--- src/hw/rtl/fmr_pkg.sv ---
// ----------------------------------------------------------------------------
// fmr_pkg
// Shared types and constants for the fragment message reassembler.
// ----------------------------------------------------------------------------
`default_nettype none

package fmr_pkg;

   localparam int PACKET_BYTES_DEF = 32;
   localparam int CHUNK_BYTES_DEF  = 29;
   localparam int HEAD_BYTES       = 3;
   localparam int QUEUE_DEPTH_DEF  = 4;

   // holds packet count times chunk size for any legal chunk size
   localparam int PADDED_W = 13;

   localparam logic [4:0] PAD_MASK     = 5'h1F;
   localparam logic [7:0] CAPACITY_RST = 8'd255;

   localparam logic [2:0] ST_SUCCESS    = 3'd0;
   localparam logic [2:0] ST_TIMEOUT    = 3'd1;
   localparam logic [2:0] ST_BAD_PAD    = 3'd2;
   localparam logic [2:0] ST_BAD_SIZE   = 3'd3;
   localparam logic [2:0] ST_OVERFLOW   = 3'd4;
   localparam logic [2:0] ST_BAD_PACKET = 3'd5;

   localparam logic MODE_BYTE    = 1'b0;
   localparam logic MODE_TIMEOUT = 1'b1;

   typedef struct packed {
      logic [7:0] message_length;
      logic [2:0] status;
      logic       done_res;
      logic       byte_last;
      logic [7:0] message_byte;
      logic       byte_valid;
   } fmr_result_type;

endpackage

`default_nettype wire

--- src/hw/rtl/fmr_queue.sv ---
// ----------------------------------------------------------------------------
// fmr_queue
// Small register FIFO between the packet parser and the result port.
// ----------------------------------------------------------------------------
`default_nettype none

module fmr_queue #(
   parameter int WIDTH = 22,
   parameter int DEPTH = 4
) (
   input  wire logic             clock,
   input  wire logic             reset,
   input  wire logic             push,
   input  wire logic [WIDTH-1:0] push_data,
   output      logic             full,
   input  wire logic             pop,
   output      logic             not_empty,
   output      logic [WIDTH-1:0] head_data
);

   localparam int AW = (DEPTH > 1) ? $clog2(DEPTH) : 1;
   localparam int CW = $clog2(DEPTH + 1);

   logic [WIDTH-1:0] mem_ff [DEPTH];
   logic [AW-1:0]    wr_ptr_ff, wr_ptr_in;
   logic [AW-1:0]    rd_ptr_ff, rd_ptr_in;
   logic [CW-1:0]    count_ff, count_in;
   logic             do_push, do_pop;

   assign full      = (count_ff == CW'(DEPTH));
   assign not_empty = (count_ff != '0);
   assign head_data = mem_ff[rd_ptr_ff];
   assign do_push   = push && !full;
   assign do_pop    = pop && not_empty;

   always_comb begin
      wr_ptr_in = wr_ptr_ff;
      rd_ptr_in = rd_ptr_ff;
      count_in  = count_ff;
      if (do_push) begin
         wr_ptr_in = (wr_ptr_ff == AW'(DEPTH - 1)) ? '0 : wr_ptr_ff + AW'(1);
      end
      if (do_pop) begin
         rd_ptr_in = (rd_ptr_ff == AW'(DEPTH - 1)) ? '0 : rd_ptr_ff + AW'(1);
      end
      if (do_push && !do_pop) begin
         count_in = count_ff + CW'(1);
      end else if (!do_push && do_pop) begin
         count_in = count_ff - CW'(1);
      end
   end

   always_ff @(posedge clock) begin
      if (reset) begin
         wr_ptr_ff <= '0;
         rd_ptr_ff <= '0;
         count_ff  <= '0;
      end else begin
         wr_ptr_ff <= wr_ptr_in;
         rd_ptr_ff <= rd_ptr_in;
         count_ff  <= count_in;
      end
   end

   always_ff @(posedge clock) begin
      if (do_push) begin
         mem_ff[wr_ptr_ff] <= push_data;
      end
   end

endmodule

`default_nettype wire

--- src/hw/rtl/fmr_front.sv ---
// ----------------------------------------------------------------------------
// fmr_front
// Packet parser: tracks byte position and phase, checks headers and builds
// at most one result per input transaction.
// ----------------------------------------------------------------------------
`default_nettype none

module fmr_front
   import fmr_pkg::*;
#(
   parameter int PACKET_BYTES = PACKET_BYTES_DEF,
   parameter int CHUNK_BYTES  = CHUNK_BYTES_DEF
) (
   input  wire logic           clock,
   input  wire logic           reset,
   input  wire logic           accept,
   input  wire logic           mode,
   input  wire logic [7:0]     rx_byte,
   input  wire logic [7:0]     capacity,
   output      logic           push,
   output      fmr_result_type result
);

   localparam int DATA_BYTES = (CHUNK_BYTES < PACKET_BYTES - HEAD_BYTES) ?
                               CHUNK_BYTES : PACKET_BYTES - HEAD_BYTES;
   localparam int POS_W = $clog2(PACKET_BYTES);
   localparam logic [POS_W-1:0] POS_LAST   = POS_W'(PACKET_BYTES - 1);
   localparam logic [4:0]       PAD_LIMIT  = 5'(DATA_BYTES - 1);
   localparam logic [5:0]       DATA_CNT   = 6'(DATA_BYTES);

   typedef enum logic [1:0] {
      PH_WAIT,
      PH_RECV,
      PH_DROP
   } phase_type;

   phase_type            phase_ff, phase_in;
   logic [POS_W-1:0]     pos_ff, pos_in;
   logic [7:0]           cur_idx_ff, cur_idx_in;
   logic [7:0]           tot_pkts_ff, tot_pkts_in;
   logic [PADDED_W-1:0]  padded_ff, padded_in;
   logic [4:0]           pad_ff, pad_in;
   logic [7:0]           hdr_idx_ff, hdr_idx_in;
   logic [7:0]           length_ff, length_in;

   logic [4:0]           pad_new;
   logic [PADDED_W-1:0]  pad_ext;
   logic [PADDED_W-1:0]  size_diff;
   logic [8:0]           idx_next;
   logic                 final_pkt;
   logic [5:0]           k_pos;
   logic [5:0]           count;
   logic                 last_byte;

   always_comb begin
      pad_new   = rx_byte[4:0] & PAD_MASK;
      pad_ext   = PADDED_W'(pad_new);
      size_diff = padded_ff - pad_ext;
      idx_next  = {1'b0, cur_idx_ff} + 9'd1;
      final_pkt = (idx_next == {1'b0, tot_pkts_ff});
      k_pos     = 6'(pos_ff) - 6'(HEAD_BYTES);
      count     = final_pkt ? (DATA_CNT - 6'(pad_ff)) : DATA_CNT;
      last_byte = final_pkt && ((k_pos + 6'd1) == count);
   end

   always_comb begin
      phase_in    = phase_ff;
      pos_in      = pos_ff;
      cur_idx_in  = cur_idx_ff;
      tot_pkts_in = tot_pkts_ff;
      padded_in   = padded_ff;
      pad_in      = pad_ff;
      hdr_idx_in  = hdr_idx_ff;
      length_in   = length_ff;
      push        = 1'b0;
      result      = '0;

      if (accept) begin
         if (mode == MODE_TIMEOUT) begin
            push                  = 1'b1;
            result.done_res       = 1'b1;
            result.status         = ST_TIMEOUT;
            result.message_length = (phase_ff == PH_RECV) ? length_ff : 8'd0;
            phase_in              = PH_WAIT;
            pos_in                = '0;
            length_in             = 8'd0;
         end else begin
            case (phase_ff)
               PH_WAIT: begin
                  if (pos_ff == POS_W'(0)) begin
                     hdr_idx_in = rx_byte;
                  end else if (pos_ff == POS_W'(1)) begin
                     tot_pkts_in = rx_byte;
                     padded_in   = PADDED_W'(rx_byte) * PADDED_W'(DATA_BYTES);
                  end else if (pos_ff == POS_W'(2)) begin
                     pad_in = pad_new;
                     if (pad_new > PAD_LIMIT) begin
                        push          = 1'b1;
                        result.status = ST_BAD_PAD;
                        phase_in      = PH_DROP;
                     end else if (padded_ff <= pad_ext) begin
                        push          = 1'b1;
                        result.status = ST_BAD_SIZE;
                        phase_in      = PH_DROP;
                     end else if (size_diff > PADDED_W'(capacity)) begin
                        push          = 1'b1;
                        result.status = ST_OVERFLOW;
                        phase_in      = PH_DROP;
                     end else begin
                        length_in = size_diff[7:0];
                        if (hdr_idx_ff != 8'd0) begin
                           push                  = 1'b1;
                           result.status         = ST_BAD_PACKET;
                           result.message_length = size_diff[7:0];
                           phase_in              = PH_DROP;
                        end else begin
                           cur_idx_in = 8'd0;
                           phase_in   = PH_RECV;
                        end
                     end
                     result.done_res = push;
                  end
               end
               PH_RECV: begin
                  if (pos_ff == POS_W'(0)) begin
                     if (({1'b0, rx_byte} != idx_next) || (rx_byte >= tot_pkts_ff)) begin
                        push                  = 1'b1;
                        result.done_res       = 1'b1;
                        result.status         = ST_BAD_PACKET;
                        result.message_length = length_ff;
                        phase_in              = PH_DROP;
                     end else begin
                        cur_idx_in = rx_byte;
                     end
                  end else if (6'(pos_ff) >= 6'(HEAD_BYTES)) begin
                     if (k_pos < count) begin
                        push                = 1'b1;
                        result.byte_valid   = 1'b1;
                        result.message_byte = rx_byte;
                        result.byte_last    = last_byte;
                        result.done_res     = last_byte;
                        result.status       = ST_SUCCESS;
                        result.message_length = last_byte ? length_ff : 8'd0;
                        if (last_byte) begin
                           phase_in = PH_DROP;
                        end
                     end
                  end
               end
               default: begin
               end
            endcase

            if (pos_ff == POS_LAST) begin
               pos_in = '0;
               if (phase_in == PH_DROP) begin
                  phase_in  = PH_WAIT;
                  length_in = 8'd0;
               end
            end else begin
               pos_in = pos_ff + POS_W'(1);
            end
         end
      end
   end

   always_ff @(posedge clock) begin
      if (reset) begin
         phase_ff    <= PH_WAIT;
         pos_ff      <= '0;
         cur_idx_ff  <= 8'd0;
         tot_pkts_ff <= 8'd0;
         padded_ff   <= '0;
         pad_ff      <= 5'd0;
         hdr_idx_ff  <= 8'd0;
         length_ff   <= 8'd0;
      end else begin
         phase_ff    <= phase_in;
         pos_ff      <= pos_in;
         cur_idx_ff  <= cur_idx_in;
         tot_pkts_ff <= tot_pkts_in;
         padded_ff   <= padded_in;
         pad_ff      <= pad_in;
         hdr_idx_ff  <= hdr_idx_in;
         length_ff   <= length_in;
      end
   end

endmodule

`default_nettype wire

--- src/hw/rtl/fragment_message_reassembler_top.sv ---
// ----------------------------------------------------------------------------
// fragment_message_reassembler_top
// Rebuilds one message from fixed-size radio packets received byte by byte.
// ----------------------------------------------------------------------------
// One input transaction per clock: each byte (or timeout event) is parsed in
// the cycle it is accepted, and any result is written into a small FIFO that
// drives the rsp port. req_tready drops only while that FIFO is full, so the
// rate is one transaction per cycle as long as the rsp side keeps taking
// results. Headers are checked on the third byte of the first packet; data
// bytes come out one per transaction with the final one carrying the success
// status and length. Errors and timeouts emit a status and no data byte.
// dest_capacity must be written through csr_ while idle; it is not checked.
`default_nettype none

module fragment_message_reassembler_top
   import fmr_pkg::*;
#(
   parameter int PACKET_BYTES = PACKET_BYTES_DEF,
   parameter int CHUNK_BYTES  = CHUNK_BYTES_DEF,
   parameter int QUEUE_DEPTH  = QUEUE_DEPTH_DEF
) (
   input  wire logic        clock,
   input  wire logic        reset,
   input  wire logic        req_tvalid,
   output      logic        req_tready,
   input  wire logic [7:0]  req_tdata,   // [7:0] rx_byte
   input  wire logic        req_tuser,   // [0] mode
   output      logic        rsp_tvalid,
   input  wire logic        rsp_tready,
   output      logic [23:0] rsp_tdata,   // [7:0] message_byte, [10:8] status,
                                         // [18:11] message_length, rest zero
   output      logic        rsp_tlast,   // byte_last
   output      logic [1:0]  rsp_tuser,   // [0] byte_valid, [1] done_res
   input  wire logic        csr_valid,
   output      logic        csr_ready,
   input  wire logic [7:0]  csr_data    // dest_capacity
);

   localparam int RES_W = $bits(fmr_result_type);

   logic [7:0]     cap_ff;
   logic           accept;
   logic           push;
   logic           full;
   fmr_result_type result;
   fmr_result_type head;
   logic [RES_W-1:0] head_bits;

   assign csr_ready  = 1'b1;
   assign req_tready = !full;
   assign accept     = req_tvalid && req_tready;

   always_ff @(posedge clock) begin
      if (reset) begin
         cap_ff <= CAPACITY_RST;
      end else begin
         if (csr_valid && csr_ready) begin
            cap_ff <= csr_data;
         end
      end
   end

   fmr_front #(
      .PACKET_BYTES (PACKET_BYTES),
      .CHUNK_BYTES  (CHUNK_BYTES)
   ) u_front (
      .clock    (clock),
      .reset    (reset),
      .accept   (accept),
      .mode     (req_tuser),
      .rx_byte  (req_tdata),
      .capacity (cap_ff),
      .push     (push),
      .result   (result)
   );

   fmr_queue #(
      .WIDTH (RES_W),
      .DEPTH (QUEUE_DEPTH)
   ) u_queue (
      .clock     (clock),
      .reset     (reset),
      .push      (push),
      .push_data (result),
      .full      (full),
      .pop       (rsp_tready),
      .not_empty (rsp_tvalid),
      .head_data (head_bits)
   );

   assign head = fmr_result_type'(head_bits);

   always_comb begin
      rsp_tdata       = '0;
      rsp_tdata[7:0]  = head.message_byte;
      rsp_tdata[10:8] = head.status;
      rsp_tdata[18:11] = head.message_length;
      rsp_tlast       = head.byte_last;
      rsp_tuser       = {head.done_res, head.byte_valid};
   end

endmodule

`default_nettype wire
--- config.mk ---
export PLATFORM = sky130hd
export DESIGN_NAME = fragment_message_reassembler_top
export DESIGN_NICKNAME = d
export VERILOG_FILES = /design/src/hw/rtl/fmr_pkg.sv /design/src/hw/rtl/fmr_queue.sv /design/src/hw/rtl/fmr_front.sv /design/src/hw/rtl/fragment_message_reassembler_top.sv
export SDC_FILE = /design/constraint.sdc
export NUM_CORES = 1
export LEC_CHECK = 0
export ABC_AREA = 1
export BUFFER_PORTS_ARGS = -buffer_cell sky130_fd_sc_hd__buf_2
export CAP_MARGIN = 20
export CORE_MARGIN = 2
export CORE_UTILIZATION = 26
export CTS_CLUSTER_SIZE = 20
export DETAILED_ROUTE_END_ITERATION = 10
export GPL_TIMING_DRIVEN = 0
export SETUP_SLACK_MARGIN = 0.3
export SLEW_MARGIN = 20
export SYNTH_ARGS = -nofsm -noshare
export SYNTH_HDL_FRONTEND = slang
export SYNTH_SLANG_ARGS = --single-unit
--- constraint.sdc ---
create_clock -name clock -period 14.65 [get_ports clock]
set_clock_uncertainty 0.2 [all_clocks]
set_input_delay 2.93 -clock clock [delete_from_list [all_inputs] [get_ports clock]]
set_output_delay 2.93 -clock clock [all_outputs]
set_load 0.05 [all_outputs]
==> out/qor.csv <==
metric,value,unit
Main synth FF type,edfxtp_1,
first-pass GRT wire length,37.4,mm
Hold Crit Depth,2,
DP Wirelength,17.3,mm
routability cong.,0.878,
Worst-Skew Late Latency,0.44,ns
Max Fclk,130,MHz
CTS sink count,160,
core box area,35400,µm²
final setup TNS,0,ns
status,"finished, final reports clean",
Pleak,4.59,nW
mapped cell area,9290,µm²
cell row count,69,
Post-synth EDFFs,88,
register bit total from synthesis,160,
HP Class,reg -> reg,
average size of a mapped cell,8.31,µm²
Setup Crit Path Kind,in -> reg,
diode count,0,
cts hold-fix bufs,0,
WL final,23.2,mm
fraction of layout cells with a size suffix above 1,0.0967,
Synth Area in Compound Gates,0.145,
post-synthesis async set-or-reset flop share,0,
die height,193,µm
Simple-Gate Fraction of Synth Area,0.189,
XOR/XNOR share of the synthesized area,0.0236,
hold endpoint,cap_ff[5],
clock share of power,0.303,
max_slew headroom,0.413,
"most used cell, CP",nand2_1,
largest net degree at the start of global routing,23,
Wirelength per Cell,13.9,µm
CTS Buf Count,17,
CTS Buffer Depth,2,
Total Die Area,37200,µm²
Setup crit end kind,flip-flop,
clock transition at the registers of the reported paths,0.07,ns
max_cap viols,0,
critical path's slowest cell,ha_1,
Post-CTS Repair Setup Buffers,0,
Ys Warns,0,
# nets final,1292,
Max stage delay on crit path,0.52,ns
post-synthesis adder-cell area fraction,0.122,
count of different cell masters after synthesis,45,
Layout Cells excl Fill,1661,
area grow syn2layout,16.2,%
crit path max fanout,8,
synthesized instance count,1117,
DRT iter0 DRCs,508,
Ports,52,
startpoint types,input pin,
unrepaired setup endpoints after global routing,no,
worst hold slack,0.274,ns
initial antenna violation count,0,
fin area,10800,µm²
DRT antenna net count,0,
Bufs and invs on worst path,7,
Worst Reg-to-Reg Cells,30,
reg2reg start,u_front.padded_ff[0],
Worst path top cell family by delay,adder cells,
total power,0.00144,W
Fin. Hold Viols,0,
power per cell area,134,nW/µm²
startpoint of the worst hold path,cap_ff[5],
number of global-route vias before repair,7153,
Worst Path Required,14.78,ns
Slew Limit Fails,0,
Residual DRC,0,
Die Span X,193,µm
internal power,0.000856,W
register-to-register setup slack,9.45,ns
CTS root buf,clkbuf_16,
largest family of logic cells by synthesized area,simple AND/OR/NAND/NOR gates,
Total Routing Usage GR,0.129,
DR pass1 iterations,8,
"Period Utilization, post-route",0.526,
Logic pwr share,0.343,
Net Sw Frac,0.408,
mux cell area share after synthesis,0,
placed cell area,10200,µm²
post-synthesis sequential area ratio,0.440,
vias,7700,
Avg Vias per Cell,4.64,
post-CTS sizing,0,
Starting Density,0.262,
gr ovfl total,0,
Worst VDD drop,0.124,mV
CTS H-Tree Depth,4,
Inst Count DP,1629,
I/O Buffers,44,
final setup fails,0,
Sequential Power Share,0.354,
CTS tree,yes,
reg-to-reg endpoint,u_queue.count_ff[2],
post-layout min period,7.70,ns
Tightest Pin Transition,0.872,ns
Psw,0.000589,W
WP data arrival,7.83,ns
through the flow:
stage	util	worst slack, ns
after CTS	0.305	6.95
after global routing	0.305	6.29
after detailed placement	0.288	6.50
final	0.305	6.95
after global placement	0.285	5.88
after floorplan	-	7.74
sequential cells by signal, indices dropped and copies added, names as in the netlist, named ones only:
register             flops
u_front.cur_idx_ff       8
u_queue.wr_ptr_ff        2
u_front.tot_pkts_ff      6
u_front.length_ff        8
u_queue.rd_ptr_ff        2
u_queue.mem_ff          88
u_front.padded_ff       13
u_front.phase_ff         2
u_front.hdr_idx_ff       8
u_front.pos_ff           5
cap_ff                   8
u_front.pad_ff           5
u_queue.count_ff         3
worst min-delay path: stages, from the launching register on:
cell and delay [ns]:
dfxtp_1 0.30, inv_1 0.06, o21ai_0 0.07
cell type report:
cell class | instances | area [µm²]
flip-flops and latches | 160 | 4080
multi-input cells | 771 | 4510
well taps | 461 | 577
repair buffers | 47 | 303
inverters | 152 | 571
fillers | 3699 | 24600
plain buffers | 38 | 166
clock buffers | 17 | 425
clock inverters | 15 | 153
metal layers:
layer	share of wire	wire length (µm)	GRT usage	up-vias
li1	-	-	-	3877
met1	0.49	11300	0.179	3624
met2	0.45	10300	0.204	174
met3	0.053	1230	0.0270	25
met4	0.012	289	0.0329	0
met5	0	0	0	-
worst max path at each step:
stage,start,endpoint,cells after the start
2_1_floorplan,req_tdata[0],u_queue.mem_ff[0][0],22
3_3_place_gp,req_tdata[3],u_queue.mem_ff[3][4],24
3_5_place_dp,req_tdata[3],u_queue.count_ff[2],31
4_1_cts,req_tdata[3],u_queue.count_ff[2],31
5_1_grt,req_tdata[3],u_queue.count_ff[2],31
6_report,req_tdata[2],u_queue.count_ff[2],31
power by group through the flow:
stage	Sequential, W	Clock (W)	Combinational [W]
CTS	0.000511	0.000446	0.000502
global route	0.000514	0.000462	0.000548
global placement	0.000521	0	0.000491
floorplan	0.000518	0	0.000366
detailed placement	0.000521	0	0.000500
finish	0.000511	0.000437	0.000496
cell usage after synthesis, types with 4 or more instances:
master	number	share of area
a21oi_1	90	0.049
buf_4	6	0.0049
clkbuf_1	29	0.012
clkinv_1	4	0.0016
dfxtp_1	72	0.16
edfxtp_1	88	0.28
fa_1	13	0.028
ha_1	70	0.094
inv_1	146	0.059
nand2_1	148	0.060
nand2_2	6	0.0040
nand2_4	4	0.0049
nand3_1	54	0.029
nand4_1	16	0.011
nor2_1	148	0.060
nor2_2	6	0.0040
nor3_1	7	0.0038
o21ai_0	126	0.068
o22ai_1	22	0.015
xnor2_1	7	0.0066
xor2_1	18	0.017
cells by family (layout without fill, tap and decap cells):
| group | count (synthesis) | count (layout) |
|---|---|---|
| AO/OA/AOI/OAI | 255 | 255 |
| flip-flops | 160 | 160 |
| AND/OR/NAND/NOR | 402 | 402 |
| other | 2 | 6 |
| adder cells (fa/ha/maj) | 83 | 83 |
| XOR/XNOR | 25 | 25 |
| buffers and inverters | 190 | 269 |
layout by cell type (no fill, tap or decap), types with 3 or more instances in the layout:
cell        synthesis  layout
o21ai_0           126     126
clkinvlp_4          0       3
nand2_4             4       4
a21oi_1            90      90
nor2_2              6       6
clkinv_1            4       4
nand2_2             6       6
buf_4               6       6
nor2_1            148     144
ha_1               70      70
clkbuf_16           0      17
xor2_1             18      18
nand3_1            54      54
buf_2               1      45
dfxtp_1            72      72
o21bai_1            3       3
inv_8               0       7
or2_2               3       3
edfxtp_1           88      88
nand4_1            16      16
inv_6               0       3
xnor2_1             7       7
nor3_1              7       7
nand2_1           148     148
fa_1               13      13
o22ai_1            22      22
conb_1              2       6
buf_16              0       3
clkbuf_1           29      29
inv_1             146     146
nor2_4              3       7
No activity file was read; power rests on OpenSTA's default activity.
